--- src/rtl/rfhp_pkg.sv ---
`default_nettype none

package rfhp_pkg;

    // Longest callsign kept, in characters
    localparam int unsigned MAX_CALL_CHARS = 8;
    localparam int unsigned CALL_BYTES     = 8;

    // Configuration register indexes
    localparam logic [1:0] CFG_FUTURE_DELIM   = 2'd0;
    localparam logic [1:0] CFG_PAST_DELIM     = 2'd1;
    localparam logic [1:0] CFG_INTERNET_DELIM = 2'd2;

    // Delimiter reset values
    localparam logic [7:0] FUTURE_DELIM_RST   = 8'd253;
    localparam logic [7:0] PAST_DELIM_RST     = 8'd255;
    localparam logic [7:0] INTERNET_DELIM_RST = 8'd254;

    typedef enum logic [1:0] {
        PHASE_NAME     = 2'd0,
        PHASE_SSID     = 2'd1,
        PHASE_STRENGTH = 2'd2
    } parse_phase_t;

    typedef enum logic [1:0] {
        HOP_FUTURE = 2'd0,
        HOP_PAST   = 2'd1,
        HOP_INET   = 2'd2
    } hop_kind_t;

    typedef struct packed {
        logic [7:0] data_byte;
        logic       start_of_route;
    } in_item_t;

    typedef struct packed {
        logic [1:0]  hop_kind;
        logic [63:0] callsign_packed;
        logic [3:0]  callsign_length;
        logic        callsign_truncated;
        logic [7:0]  hop_ssid;
        logic [7:0]  strength_code;
        logic [7:0]  hop_number;
        logic [7:0]  digipeat_limit;
    } out_item_t;

    typedef struct packed {
        logic [7:0] future_delim;
        logic [7:0] past_delim;
        logic [7:0] internet_delim;
    } delim_cfg_t;

endpackage

`default_nettype wire

--- src/rtl/rfhp_parse.sv ---
`default_nettype none

module rfhp_parse (
    input  wire logic                 aclk,
    input  wire logic                 aresetn,
    input  wire logic                 in_fire,
    input  wire rfhp_pkg::in_item_t   in_item,
    input  wire rfhp_pkg::delim_cfg_t delim,
    output logic                      res_valid,
    output rfhp_pkg::out_item_t       res_item
);
    import rfhp_pkg::*;

    parse_phase_t phase_reg, phase_next;
    logic [7:0]   limit_reg, limit_next;
    logic [63:0]  name_reg, name_next;
    logic [3:0]   count_reg, count_next;
    logic         overflow_reg, overflow_next;
    hop_kind_t    pkind_reg, pkind_next;
    logic [7:0]   pssid_reg, pssid_next;
    logic [7:0]   hops_reg, hops_next;

    logic [7:0] b;
    logic       is_inet, is_past, is_future;
    logic       emit;
    hop_kind_t  emit_kind;
    logic [7:0] emit_ssid, emit_strength;

    assign b         = in_item.data_byte;
    assign is_inet   = (b == delim.internet_delim);
    assign is_past   = (b == delim.past_delim);
    assign is_future = (b == delim.future_delim);

    // Next phase
    always_comb begin
        phase_next = phase_reg;
        if (in_fire) begin
            if (in_item.start_of_route) begin
                phase_next = PHASE_NAME;
            end else begin
                case (phase_reg)
                    PHASE_SSID: begin
                        phase_next = (pkind_reg == HOP_PAST) ? PHASE_STRENGTH : PHASE_NAME;
                    end
                    PHASE_STRENGTH: begin
                        phase_next = PHASE_NAME;
                    end
                    default: begin
                        if (is_inet) begin
                            phase_next = PHASE_NAME;
                        end else if (is_past || is_future) begin
                            phase_next = PHASE_SSID;
                        end else begin
                            phase_next = PHASE_NAME;
                        end
                    end
                endcase
            end
        end
    end

    // Hop completion and field collection
    always_comb begin
        emit          = 1'b0;
        emit_kind     = HOP_FUTURE;
        emit_ssid     = 8'd0;
        emit_strength = 8'd0;
        limit_next    = limit_reg;
        name_next     = name_reg;
        count_next    = count_reg;
        overflow_next = overflow_reg;
        pkind_next    = pkind_reg;
        pssid_next    = pssid_reg;
        hops_next     = hops_reg;
        if (in_fire) begin
            if (in_item.start_of_route) begin
                limit_next    = b;
                hops_next     = 8'd0;
                name_next     = 64'd0;
                count_next    = 4'd0;
                overflow_next = 1'b0;
                pkind_next    = HOP_FUTURE;
                pssid_next    = 8'd0;
            end else begin
                case (phase_reg)
                    PHASE_SSID: begin
                        if (pkind_reg == HOP_PAST) begin
                            pssid_next = b;
                        end else begin
                            emit      = 1'b1;
                            emit_kind = HOP_FUTURE;
                            emit_ssid = b;
                        end
                    end
                    PHASE_STRENGTH: begin
                        emit          = 1'b1;
                        emit_kind     = HOP_PAST;
                        emit_ssid     = pssid_reg;
                        emit_strength = b;
                    end
                    default: begin
                        if (is_inet) begin
                            emit      = 1'b1;
                            emit_kind = HOP_INET;
                        end else if (is_past) begin
                            pkind_next = HOP_PAST;
                        end else if (is_future) begin
                            pkind_next = HOP_FUTURE;
                        end else if (count_reg < 4'(MAX_CALL_CHARS)) begin
                            // Drop the byte into the lane at the fill count
                            for (int i = 0; i < CALL_BYTES; i++) begin
                                if (count_reg == 4'(i)) begin
                                    name_next[8*i +: 8] = b;
                                end
                            end
                            count_next = count_reg + 4'd1;
                        end else begin
                            overflow_next = 1'b1;
                        end
                    end
                endcase
                if (emit) begin
                    hops_next     = hops_reg + 8'd1;
                    name_next     = 64'd0;
                    count_next    = 4'd0;
                    overflow_next = 1'b0;
                end
            end
        end
    end

    // Result item, taken by the output stage on the same edge
    always_comb begin
        res_valid                   = emit;
        res_item.hop_kind           = emit_kind;
        res_item.callsign_packed    = (emit_kind == HOP_INET) ? 64'd0 : name_reg;
        res_item.callsign_length    = (emit_kind == HOP_INET) ? 4'd0 : count_reg;
        res_item.callsign_truncated = (emit_kind == HOP_INET) ? 1'b0 : overflow_reg;
        res_item.hop_ssid           = emit_ssid;
        res_item.strength_code      = emit_strength;
        res_item.hop_number         = hops_reg;
        res_item.digipeat_limit     = limit_reg;
    end

    // Parse state
    always_ff @(posedge aclk) begin
        if (!aresetn) begin
            phase_reg    <= PHASE_NAME;
            limit_reg    <= 8'd0;
            name_reg     <= 64'd0;
            count_reg    <= 4'd0;
            overflow_reg <= 1'b0;
            pkind_reg    <= HOP_FUTURE;
            pssid_reg    <= 8'd0;
            hops_reg     <= 8'd0;
        end else begin
            phase_reg    <= phase_next;
            limit_reg    <= limit_next;
            name_reg     <= name_next;
            count_reg    <= count_next;
            overflow_reg <= overflow_next;
            pkind_reg    <= pkind_next;
            pssid_reg    <= pssid_next;
            hops_reg     <= hops_next;
        end
    end

endmodule

`default_nettype wire

--- src/rtl/rfhp_out_buf.sv ---
`default_nettype none

module rfhp_out_buf (
    input  wire logic                aclk,
    input  wire logic                aresetn,
    input  wire logic                in_valid,
    input  wire rfhp_pkg::out_item_t in_item,
    output logic                     in_ready,
    output logic                     m_valid,
    input  wire logic                m_ready,
    output rfhp_pkg::out_item_t      m_item
);
    import rfhp_pkg::*;

    logic      main_valid_reg;
    out_item_t main_reg;
    logic      skid_valid_reg;
    out_item_t skid_reg;
    logic      main_free;

    assign in_ready  = !skid_valid_reg;
    assign m_valid   = main_valid_reg;
    assign m_item    = main_reg;
    assign main_free = !main_valid_reg || m_ready;

    // Valid flags
    always_ff @(posedge aclk) begin
        if (!aresetn) begin
            main_valid_reg <= 1'b0;
            skid_valid_reg <= 1'b0;
        end else if (main_free) begin
            main_valid_reg <= skid_valid_reg || in_valid;
            skid_valid_reg <= 1'b0;
        end else if (in_valid) begin
            skid_valid_reg <= 1'b1;
        end
    end

    // Hold results; the skid stage catches a transfer while the output stalls
    always_ff @(posedge aclk) begin
        if (main_free) begin
            main_reg <= skid_valid_reg ? skid_reg : in_item;
        end else if (in_valid && !skid_valid_reg) begin
            skid_reg <= in_item;
        end
    end

endmodule

`default_nettype wire

--- src/rtl/route_field_hop_parser.sv ---
`default_nettype none
// A completed hop's result goes through the output register (or skid register) to m_valid.
// Throughput: one byte per cycle while s_ready is high; each byte updates the parse state once.
// The output stage and its skid register hold up to two results before s_ready drops.
// Reset (aresetn low, synchronous): parse state and hop count clear, no result pending,
// and the delimiters return to 253 (future), 255 (past) and 254 (internet).

module route_field_hop_parser (
    input  wire logic                aclk,
    input  wire logic                aresetn,
    input  wire logic                cfg_wr_en,
    input  wire logic [1:0]          cfg_index,
    input  wire logic [7:0]          cfg_wr_data,
    input  wire logic                s_valid,
    output logic                     s_ready,
    input  wire rfhp_pkg::in_item_t  s_payload,
    output logic                     m_valid,
    input  wire logic                m_ready,
    output rfhp_pkg::out_item_t      m_payload
);
    import rfhp_pkg::*;

    delim_cfg_t delim_reg;
    logic       s_fire;
    logic       res_valid;
    out_item_t  res_item;

    assign s_fire = s_valid && s_ready;

    // Delimiter registers
    always_ff @(posedge aclk) begin
        if (!aresetn) begin
            delim_reg.future_delim   <= FUTURE_DELIM_RST;
            delim_reg.past_delim     <= PAST_DELIM_RST;
            delim_reg.internet_delim <= INTERNET_DELIM_RST;
        end else if (cfg_wr_en) begin
            case (cfg_index)
                CFG_FUTURE_DELIM:   delim_reg.future_delim   <= cfg_wr_data;
                CFG_PAST_DELIM:     delim_reg.past_delim     <= cfg_wr_data;
                CFG_INTERNET_DELIM: delim_reg.internet_delim <= cfg_wr_data;
                default: ;
            endcase
        end
    end

    rfhp_parse u_parse (
        .aclk      (aclk),
        .aresetn   (aresetn),
        .in_fire   (s_fire),
        .in_item   (s_payload),
        .delim     (delim_reg),
        .res_valid (res_valid),
        .res_item  (res_item)
    );

    rfhp_out_buf u_out_buf (
        .aclk     (aclk),
        .aresetn  (aresetn),
        .in_valid (res_valid),
        .in_item  (res_item),
        .in_ready (s_ready),
        .m_valid  (m_valid),
        .m_ready  (m_ready),
        .m_item   (m_payload)
    );

    // A start byte never completes a hop
    assert property (@(posedge aclk) disable iff (!aresetn)
        !(s_fire && s_payload.start_of_route && res_valid))
        else $error("start byte produced a hop");

    // An internet hop carries no callsign
    assert property (@(posedge aclk) disable iff (!aresetn)
        (res_valid && res_item.hop_kind == HOP_INET) |->
            (res_item.callsign_length == 4'd0 && res_item.callsign_packed == 64'd0))
        else $error("internet hop with callsign");

    // Input stalls only while a result waits at the output
    assert property (@(posedge aclk) disable iff (!aresetn)
        !s_ready |-> m_valid)
        else $error("input stalled with empty output");

    // No result right after reset
    assert property (@(posedge aclk)
        !aresetn |=> !m_valid)
        else $error("result present after reset");

endmodule

`default_nettype wire
--- config.mk ---
export PLATFORM = sky130hd
export DESIGN_NAME = route_field_hop_parser
export DESIGN_NICKNAME = d
export VERILOG_FILES = /design/src/rtl/rfhp_pkg.sv /design/src/rtl/rfhp_parse.sv /design/src/rtl/rfhp_out_buf.sv /design/src/rtl/route_field_hop_parser.sv
export SDC_FILE = /design/constraint.sdc
export NUM_CORES = 1
export LEC_CHECK = 0
export BUFFER_PORTS_ARGS = -buffer_cell sky130_fd_sc_hd__buf_2
export CAP_MARGIN = 25
export CORE_MARGIN = 2
export CORE_UTILIZATION = 59
export CTS_CLUSTER_DIAMETER = 120
export DETAILED_ROUTE_END_ITERATION = 8
export PLACE_DENSITY_LB_ADDON = 0.3
export SLEW_MARGIN = 5
export SYNTH_ARGS = -nofsm -noshare
export SYNTH_HDL_FRONTEND = slang
export SYNTH_HIERARCHICAL = 1
export SYNTH_SLANG_ARGS = --single-unit
--- constraint.sdc ---
create_clock -name aclk -period 14.95 [get_ports aclk]
set_clock_uncertainty 0.2 [all_clocks]
set_input_delay 0 -clock aclk [delete_from_list [all_inputs] [get_ports aclk]]
set_output_delay 0 -clock aclk [all_outputs]
set_load 0.03 [all_outputs]
==> run_results.csv, run 1 <==
group,metric,value,unit
logic_synthesis,synth.yosys.warnings,6,
floorplanning,floorplan.io_pins,129,
global_routing,grt.total_usage,22.0,%
job,drv_cap,0,
sta,max_fclk,0.255,GHz
logic_synthesis,post_synth.cell_area_avg,14.4,um2
place,placedInstanceArea,14100,um2
layout,fin_util,69.2,%
clock_tree,cts.root.buffer_cell,"sky130_fd_sc_hd__clkbuf_16",
sta,rsz0062_at_grt,"false",
power,power.total,1.88,mW
global_routing,gr-usage-met3,3.42,%
setup_path,critical_path.max_fanout,53,
place,dpl.cell_count,1293,
sta,layout_setup_ws,11020,ps
logic_synthesis,synth-edff-count,206,
setup_path,data_arrival_time_of_the_critical_path,3850,ps
logic_synthesis,synth-seq-cells,328,
clock_tree,cts_setup_buffers,0,
drt,drt-total-wl,26300,um
hold_path,hp-class,"input pin to register",
logic_synthesis,synth_largest_type_area_fraction,46.4,%
logic_synthesis,synth_most_common_cell,"sky130_fd_sc_hd__edfxtp_1",
sta,timing.setup.tns,0,ps
logic_synthesis,postSynth.topFlopCell,"sky130_fd_sc_hd__edfxtp_1",
clock_tree,clock-sinks,328,
power,power_leakage,6.37,nW
clock_tree,worst_skew_pair.late_latency,500,ps
layout,finalNonFillerCells,1385,
drt,detailedRoute.firstIterationViolations,735,
drt,avgViaCountPerCell,5.64,
drt,antenna_violating_nets_post_route,0,
sta,min_period_over_period,26.3,%
logic_synthesis,netlist_area,13300,um2
place,preCtsSetupSlack,11140,ps
sta,finalSetupViolCount,0,
power,power_density,121,nW/um2
sta,timing_hold_violations_final,0,
sta,max_slew_headroom_at_the_worst_pin,32.4,%
global_routing,groute.layer.met2.usage,35.7,%
global_routing,grt_pass1_vias,7677,
logic_synthesis,synthArstFlopShare,0,%
sta,final.hold.worst_slack,26.9,ps
layout,finish.net_count,1106,
logic_synthesis,syn-instance-count,925,
setup_path,crit_type,"register to register",
logic_synthesis,synth.top_cells.by_area,"sky130_fd_sc_hd__edfxtp_1 (46%), sky130_fd_sc_hd__dfxtp_1 (18%), sky130_fd_sc_hd__mux2_2 (5.6%), sky130_fd_sc_hd__mux2_4 (4.2%), sky130_fd_sc_hd__and2_1 (3.7%)",
place,detailedPlacementHpwl,16300,um
global_routing,overflow,0,
global_routing,grt_pass1_wl,41600,um
layout,layout-drive-gt1-share,29.0,%
logic_synthesis,ys_seq_area_share,64.7,%
drt,wl_per_cell,19.0,um
layout,antenna-diode-count,0,
clock_tree,post_cts_resized,0,
clock_tree,tritoncts_clock_tree,"done",
clock_tree,cts.path.max_buffers,3,
clock_tree,cts_buffers,34,
drt,number_of_detailed_routing_iterations_run_before_antenna_repair,5,
global_routing,grt_max_degree,71,
floorplanning,initial_core_util,59.5,%
global_routing,grt_util_met1,31.6,%
sta,drv_slew,0,
logic_synthesis,synth.net_count,956,
setup_path,end_kind,"register",
floorplanning,die_area,23800,um2
setup_path,worst_setup_path_start_kind,"register",
global_routing,top_usage_layer,"met2",
global_routing,number_of_antenna_violations_at_the_first_check_in_global_routing,0,
clock_tree,path_clk_slew,60,ps
sta,min_period,3930,ps
drt,remaining_drc_errors,0,
floorplanning,floorplan.core_area,22400,um2
floorplanning,die_width,154,um
floorplanning,std_cell_rows,55,
power,vdd_ir_drop_max,63.8,uV
logic_synthesis,yosys-top-cells-count,"sky130_fd_sc_hd__edfxtp_1 (206), sky130_fd_sc_hd__dfxtp_1 (122), sky130_fd_sc_hd__and2_1 (79)",
floorplanning,fp.dieH,154,um
logic_synthesis,ys_types,58,
logic_synthesis,synth_largest_area_cell,"sky130_fd_sc_hd__edfxtp_1",
place,place.gp.congestion,0.800,
layout,area_delta_synth_final,16.4,%
place,portBuffers,128,
status,run_status,"complete, no violations",
clock_tree,cts_htree_levels,2,
layout,layout.cell_area.non_filler,15500,um2
drt,routed-via-count,7818,
setup_path,worst_path_required_time,14880,ps
sta,timing_worst_slew_pin_value,1010,ps
## path summary, 6_finish.rpt
kind	from	to	slack, ps	cells after the start
setup / recovery	u_out_buf/skid_valid_reg	u_out_buf/skid_reg[76]	11020	7
hold / removal	s_valid	u_parse/limit_reg[1]	30	4
setup reg to reg	u_out_buf/skid_valid_reg	u_out_buf/skid_reg[76]	11020	7
hold reg to reg	u_parse/overflow_reg	u_parse/overflow_reg	240	2
## worst max-delay path, cell delays in order (launching register included)
cell,delay [ps]
sky130_fd_sc_hd__dfxtp_4,530
sky130_fd_sc_hd__inv_1,130
sky130_fd_sc_hd__and2_1,490
sky130_fd_sc_hd__inv_1,150
sky130_fd_sc_hd__nor2_1,560
sky130_fd_sc_hd__and3_1,570
sky130_fd_sc_hd__nor3b_2,270
sky130_fd_sc_hd__buf_4,580
## layout make-up
type,count,area [um2]
Sequential cell,328,8630
Fill cell,1530,6900
Multi-Input combinational cell,537,4360
Clock buffer,49,1030
Timing Repair Buffer,164,988
Tap cell,285,357
Clock inverter,12,125
Inverter,10,37.5
## cells by family (layout without fill, tap and decap cells)
kind of cell | Yosys count | after routing | synth area share [%]
simple gates | 258 | 258 | 10.9
flops | 328 | 328 | 64.7
buf+inv | 60 | 235 | 2.74
compound gates | 120 | 120 | 7.77
fa+ha+maj | 7 | 7 | 0.657
xor+xnor | 24 | 24 | 1.63
mux | 128 | 128 | 11.6
## repair_timing
| item | 4_1_cts | 5_1_grt |
|---|---|---|
| endpoints found under the setup margin | 0 | 0 |
| endpoints found under the hold margin | 90 | 0 |
| hold buffers | 31 | 0 |
## cells in the final DEF, fill, tap and decap left out, drive strengths merged, types with 32 or more instances in the layout
cell type	count
clkbuf	49
and2	79
edfxtp	206
nand2	41
nor2	41
buf	133
mux2	103
a22o	35
nor2b	32
dfxtp	122
## report_power, final
| group | leakage (nW) | switching, mW | internal [mW] |
|---|---|---|---|
| registers | 3.30 | 0.00405 | 0.959 |
| logic | 2.50 | 0.0405 | 0.0250 |
| clock network | 0.575 | 0.334 | 0.517 |
## per-layer routing
layer / up-vias / wire length, um / share of wire [%]
li1: 3733 / - / -
met1: 3791 / 11900 / 45
met2: 256 / 12400 / 47
met3: 38 / 1560 / 5.9
met4: 0 / 421 / 1.6
met5: - / 0 / 0
Note: power is estimated with default switching activity, not from simulation.
==> run 2: changes to the inputs <==
Settings changed: CORE_UTILIZATION 59 to 53.
Clock period 14.95 ns to 3.2 ns, I/O delays scaled along.
==> run 2 against run 1 <==
  * Sequential cell count did not move
  * Clock power rose to 4.4 times the previous value
  * Sequential share of layout area decreased by 1.0 points
  * Sequential power grew to 4.7 times the previous value
  * Non-clock buffer count rose by 27
  * Routed wire length grew 3.4%
  * Global-route usage shrank 1.3 points
  * Combinational power increased to 5.0 times the previous value
  * Core utilization down 5.8 points
  * Critical path type unchanged
  * Largest cell class unchanged
  * Highest routed layer unchanged
==> run_results.csv, run 2 (synthesis gave the netlist of run 1 again) <==
group,metric,value,unit
floorplanning,std_cell_rows,58,
floorplanning,floorplan.io_pins,129,
hold_path,worst_hold_path.endpoint,"delim_reg[12]",
global_routing,overflow,0,
power,vdd_ir_drop_max,351,uV
clock_tree,cts_buffers,35,
clock_tree,worst_skew_pair.late_latency,520,ps
clock_tree,tritoncts_clock_tree,"done",
clock_tree,path_clk_slew,60,ps
drt,avgViaCountPerCell,5.46,
global_routing,grt.total_usage,20.7,%
power,power.total,8.57,mW
power,power_leakage,6.46,nW
drt,wl_per_cell,18.6,um
setup_path,buffers_plus_inverters_on_the_worst_setup_path,2,
setup_path,timing.rr.end,"u_out_buf/m_item[95]",
power,power_density,541,nW/um2
layout,layout-drive-gt1-share,29.9,%
setup_path,worst_path_required_time,3250,ps
clock_tree,cts.root.buffer_cell,"sky130_fd_sc_hd__clkbuf_16",
layout,antenna-diode-count,0,
layout,highest_count_cells_in_the_layout_ignoring_fill_and_taps,"sky130_fd_sc_hd__edfxtp_1 (206), sky130_fd_sc_hd__buf_2 (128), sky130_fd_sc_hd__dfxtp_1 (121)",
sta,max_fclk,0.350,GHz
floorplanning,floorplan.core_area,25000,um2
setup_path,slowest_stage,"sky130_fd_sc_hd__or3_4",
sta,min_period_over_period,89.2,%
setup_path,cpMostUsedCell,"sky130_fd_sc_hd__inv_1",
sta,min_period,2850,ps
global_routing,number_of_antenna_violations_at_the_first_check_in_global_routing,0,
clock_tree,cts.path.max_buffers,3,
clock_tree,cts_setup_buffers,0,
place,preCtsSetupSlack,348,ps
clock_tree,number_of_hold_buffers_added_after_cts,37,
drt,drt-total-wl,27200,um
layout,finish.net_count,1134,
layout,final_common_cell,"sky130_fd_sc_hd__edfxtp_1",
global_routing,top_usage_layer,"met2",
setup_path,end_kind,"register",
sta,max_slew_headroom_at_the_worst_pin,44.7,%
sta,rsz0062_at_grt,"false",
clock_tree,clock-sinks,328,
hold_path,min_from,"cfg_wr_data[4]",
layout,area_delta_synth_final,18.6,%
job,drv_cap,0,
setup_path,r2r_cells,7,
place,detailedPlacementHpwl,16500,um
global_routing,grt_max_degree,106,
clock_tree,cts_htree_levels,2,
setup_path,r2r-start,"u_parse/phase_reg[0]",
place,place.gp.congestion,0.795,
status,run_status,"complete, no violations",
clock_tree,post_cts_resized,0,
setup_path,rrSetupSlack,350,ps
sta,timing_worst_slew_pin_value,829,ps
setup_path,critical_path.max_stage_delay,590,ps
drt,number_of_detailed_routing_iterations_run_before_antenna_repair,5,
drt,detailedRoute.firstIterationViolations,686,
sta,finalSetupViolCount,0,
setup_path,critical_path.max_fanout,69,
setup_path,crit_type,"register to register",
global_routing,grt_pass1_wl,42800,um
drt,routed-via-count,7975,
sta,layout_setup_ws,346,ps
global_routing,grt_util_met1,30.5,%
setup_path,cp_cell_sequence,"inv_1, ha_1, inv_1, or3_1, or3_4, and2_1, mux2_4",
floorplanning,die_area,26500,um2
floorplanning,initial_core_util,53.4,%
hold_path,hp-class,"input pin to register",
setup_path,largest_delay_contributor_family_on_the_critical_path,"simple AND/OR/NAND/NOR gates",
global_routing,groute.layer.met2.usage,31.5,%
hold_path,hold-path-cell-count,4,
place,portBuffers,128,
sta,timing_hold_violations_final,0,
global_routing,gr-usage-met3,4.13,%
sta,drv_slew,0,
drt,remaining_drc_errors,0,
floorplanning,fp.dieH,163,um
layout,fillers,1871,
drt,antenna_violating_nets_post_route,0,
global_routing,grt_pass1_vias,7788,
setup_path,worst_setup_path_start_kind,"register",
setup_path,data_arrival_time_of_the_critical_path,2910,ps
floorplanning,die_width,163,um
## run 2: changes by cell type in the layout (fill, tap and decap cells not counted), moves of 2 or more
cell	change
sky130_fd_sc_hd__inv_1	-2
sky130_fd_sc_hd__clkbuf_8	-4
sky130_fd_sc_hd__clkinv_1	+3
sky130_fd_sc_hd__clkinv_4	-2
sky130_fd_sc_hd__clkbuf_1	+7
sky130_fd_sc_hd__inv_6	+2
sky130_fd_sc_hd__bufinv_16	-2
sky130_fd_sc_hd__dlygate4sd3_1	+6
sky130_fd_sc_hd__buf_12	+7
sky130_fd_sc_hd__buf_4	+14
## run 2: layout make-up
type	count	area [um2]	share of cell area, %
sequential	328	8630	54.5
multi-input combinational	537	4380	27.7
clock buffer	51	977	6.17
tap	330	413	2.61
inverter	10	43.8	0.277
timing repair buffer	191	1290	8.17
clock inverter	13	87.6	0.553
## run 2: through the flow
step / instances / TNS, ps / hold slack (ps) / util, % / cell area, um2
floorplan: 925 / -171250 / -61.2 / - / 13400
global placement: 1359 / 0 / 65.5 / 57.7 / 14400
detailed placement: 1359 / 0 / 73.7 / 57.7 / 14400
CTS: 1460 / 0 / 115 / 63.4 / 15800
global route: 1460 / 0 / 142 / 63.4 / 15800
finish: 1460 / 0 / 136 / 63.4 / 15800
## run 2: worst max-delay path by stage
stage,start,to,depth (start not counted)
finish,u_parse/phase_reg[0],u_out_buf/m_item[95],7
global route,u_parse/phase_reg[0],u_out_buf/m_item[47],7
floorplan,u_out_buf/skid_valid_reg,u_out_buf/skid_reg[0],11
global placement,u_parse/phase_reg[0],u_out_buf/m_item[74],7
CTS,u_parse/phase_reg[0],u_out_buf/m_item[96],7
detailed placement,u_parse/phase_reg[0],u_out_buf/m_item[91],7
## run 2: tightest hold or removal path, delay by kind of cell
| kind | cells | cell delay, ps |
|---|---|---|
| buffers and inverters | 2 | 620 |
| multiplexers | 1 | 120 |
| AND/OR/NAND/NOR | 1 | 70 |
## run 2: report_power, final
group	switching, mW	internal [mW]
sequential	0.0203	4.48
clock	1.59	2.14
combinational	0.199	0.132
total	1.81	6.76
## run 2: routing by layer
layer / wire length, um / vias up / share of wire (%)
met5: 0 / - / 0
met2: 12400 / 216 / 45
met3: 1510 / 42 / 5.6
li1: - / 3799 / -
met4: 534 / 0 / 2.0
met1: 12800 / 3918 / 47
==> run 3: changes to the inputs <==
Settings changed: GPL_TIMING_DRIVEN set to 0.
==> run 3 against run 2 <==
  * Non-clock buffer count increased by 24
  * Sequential cell count unchanged
  * Maximum frequency decreased by 4.4%
  * First-iteration DRC count decreased by 9.3%
  * Highest routed layer unchanged
  * Largest power group unchanged
  * Combinational power about the same
==> run_results.csv, run 3 (synthesis gave the netlist of run 1 again) <==
group,metric,value,unit
sta,timing_worst_slew_pin_value,895,ps
sta,max_fclk,0.335,GHz
setup_path,worst_path_required_time,3240,ps
layout,highest_count_cells_in_the_layout_ignoring_fill_and_taps,"sky130_fd_sc_hd__edfxtp_1 (206), sky130_fd_sc_hd__buf_2 (135), sky130_fd_sc_hd__dfxtp_1 (122)",
global_routing,grt_pass1_wl,43100,um
place,portBuffers,120,
layout,antenna-diode-count,0,
sta,rsz0062_at_grt,"false",
global_routing,grt_pass1_vias,7907,
sta,drv_slew,0,
layout,finish.net_count,1158,
floorplanning,die_width,163,um
setup_path,end_kind,"register",
layout,area_delta_synth_final,20.5,%
drt,avgViaCountPerCell,5.43,
place,detailedPlacementHpwl,17900,um
clock_tree,cts.root.buffer_cell,"sky130_fd_sc_hd__clkbuf_16",
sta,finalSetupViolCount,0,
floorplanning,die_area,26500,um2
clock_tree,cts_htree_levels,2,
floorplanning,fp.dieH,163,um
global_routing,overflow,0,
layout,fin_util,64.4,%
drt,wl_per_cell,18.6,um
global_routing,grt.total_usage,21.0,%
drt,drt-total-wl,27500,um
setup_path,worst_setup_path_start_kind,"register",
hold_path,hp-class,"input pin to register",
power,vdd_ir_drop_max,396,uV
global_routing,grt_max_degree,63,
sta,min_period,2980,ps
clock_tree,path_clk_slew,60,ps
global_routing,number_of_antenna_violations_at_the_first_check_in_global_routing,0,
job,drv_cap,0,
drt,detailedRoute.firstIterationViolations,622,
floorplanning,floorplan.core_area,25000,um2
power,power_leakage,6.58,nW
hold_path,worst_hold_path.endpoint,"u_parse/limit_reg[7]",
clock_tree,cts_buffers,35,
floorplanning,initial_core_util,53.4,%
sta,min_period_over_period,93.3,%
place,place.gp.congestion,0.822,
clock_tree,cts.path.max_buffers,3,
floorplanning,floorplan.io_pins,129,
setup_path,data_arrival_time_of_the_critical_path,3030,ps
clock_tree,clock-sinks,328,
drt,routed-via-count,8058,
setup_path,rrSetupSlack,220,ps
layout,final_common_cell,"sky130_fd_sc_hd__edfxtp_1",
setup_path,crit_type,"register to register",
hold_path,min_from,"s_payload[8]",
sta,layout_setup_ws,215,ps
place,preCtsSetupSlack,21.9,ps
sta,max_slew_headroom_at_the_worst_pin,40.3,%
sta,timing_hold_violations_final,0,
hold_path,hold-path-cell-count,4,
clock_tree,worst_skew_pair.late_latency,500,ps
power,power_density,552,nW/um2
drt,antenna_violating_nets_post_route,0,
floorplanning,std_cell_rows,58,
drt,number_of_detailed_routing_iterations_run_before_antenna_repair,5,
setup_path,r2r_cells,11,
setup_path,r2r-start,"u_out_buf/skid_valid_reg",
clock_tree,tritoncts_clock_tree,"done",
setup_path,critical_path.max_fanout,10,
status,run_status,"complete, no violations",
drt,remaining_drc_errors,0,
setup_path,timing.rr.end,"u_out_buf/m_item[55]",
layout,layout-drive-gt1-share,30.5,%
## run 3: how the worst max path moves through the flow
| stage | startpoint | endpoint | cells past startpoint |
|---|---|---|---|
| finish | u_out_buf/skid_valid_reg | u_out_buf/m_item[55] | 11 |
| global placement | u_out_buf/skid_valid_reg | u_out_buf/skid_reg[78] | 11 |
| detailed placement | u_out_buf/skid_valid_reg | u_out_buf/skid_reg[73] | 13 |
| floorplan | u_out_buf/skid_valid_reg | u_out_buf/skid_reg[0] | 11 |
| global route | u_out_buf/skid_valid_reg | u_parse/name_reg[47] | 11 |
| CTS | u_out_buf/skid_valid_reg | u_out_buf/skid_reg[72] | 13 |
## run 3: area by class of cell
| class | instances | area (um2) |
|---|---|---|
| Sequential cell | 328 | 8630 |
| Clock inverter | 21 | 210 |
| Buffer | 50 | 353 |
| Inverter | 10 | 43.8 |
| Fill cell | 1837 | 8890 |
| Multi-Input combinational cell | 537 | 4390 |
| Timing Repair Buffer | 165 | 1090 |
| Tap cell | 330 | 413 |
| Clock buffer | 42 | 955 |
## run 3: routing by layer
layer	track usage (%)	part of all wire [%]
met2	33.7	47
met1	30.1	47
met4	5.11	1.7
met3	3.57	5.1
met5	0	0
## run 3: stage by stage
step	hold WS, ps	power (mW)	std cells	area (um2)	TNS (ps)
2_1_floorplan	-61.2	4.79	925	13400	-171250
5_1_grt	123	9.17	1483	16100	0
4_1_cts	55.1	8.94	1480	16000	0
6_report	79.0	8.88	1483	16100	0
3_5_place_dp	75.4	4.89	1383	14500	0
3_3_place_gp	68.1	4.88	1375	14400	-309800
## run 3: where the power goes
group / switching [mW] / internal, mW
clock network: 1.59 / 2.46
logic: 0.201 / 0.131
registers: 0.0193 / 4.48
total: 1.81 / 7.07
## run 3: timing repair
item | 4_1_cts | 5_1_grt
endpoints found under the hold margin | 108 | 0
buffers inserted | 0 | 3
gates resized for setup | 0 | 1
setup endpoints to repair | 0 | 50
hold buffers | 34 | 0
## run 3: worst max-delay path: stages (launching register included)
cell and delay [ps]:
sky130_fd_sc_hd__dfxtp_1 310, sky130_fd_sc_hd__buf_6 140, sky130_fd_sc_hd__buf_8 160, sky130_fd_sc_hd__buf_12 170, sky130_fd_sc_hd__clkinvlp_4 80, sky130_fd_sc_hd__and2_4 160, sky130_fd_sc_hd__clkbuf_8 150, sky130_fd_sc_hd__nand2_1 110
sky130_fd_sc_hd__or3_4 460, sky130_fd_sc_hd__clkbuf_1 240, sky130_fd_sc_hd__and2_1 240, sky130_fd_sc_hd__mux2_2 280
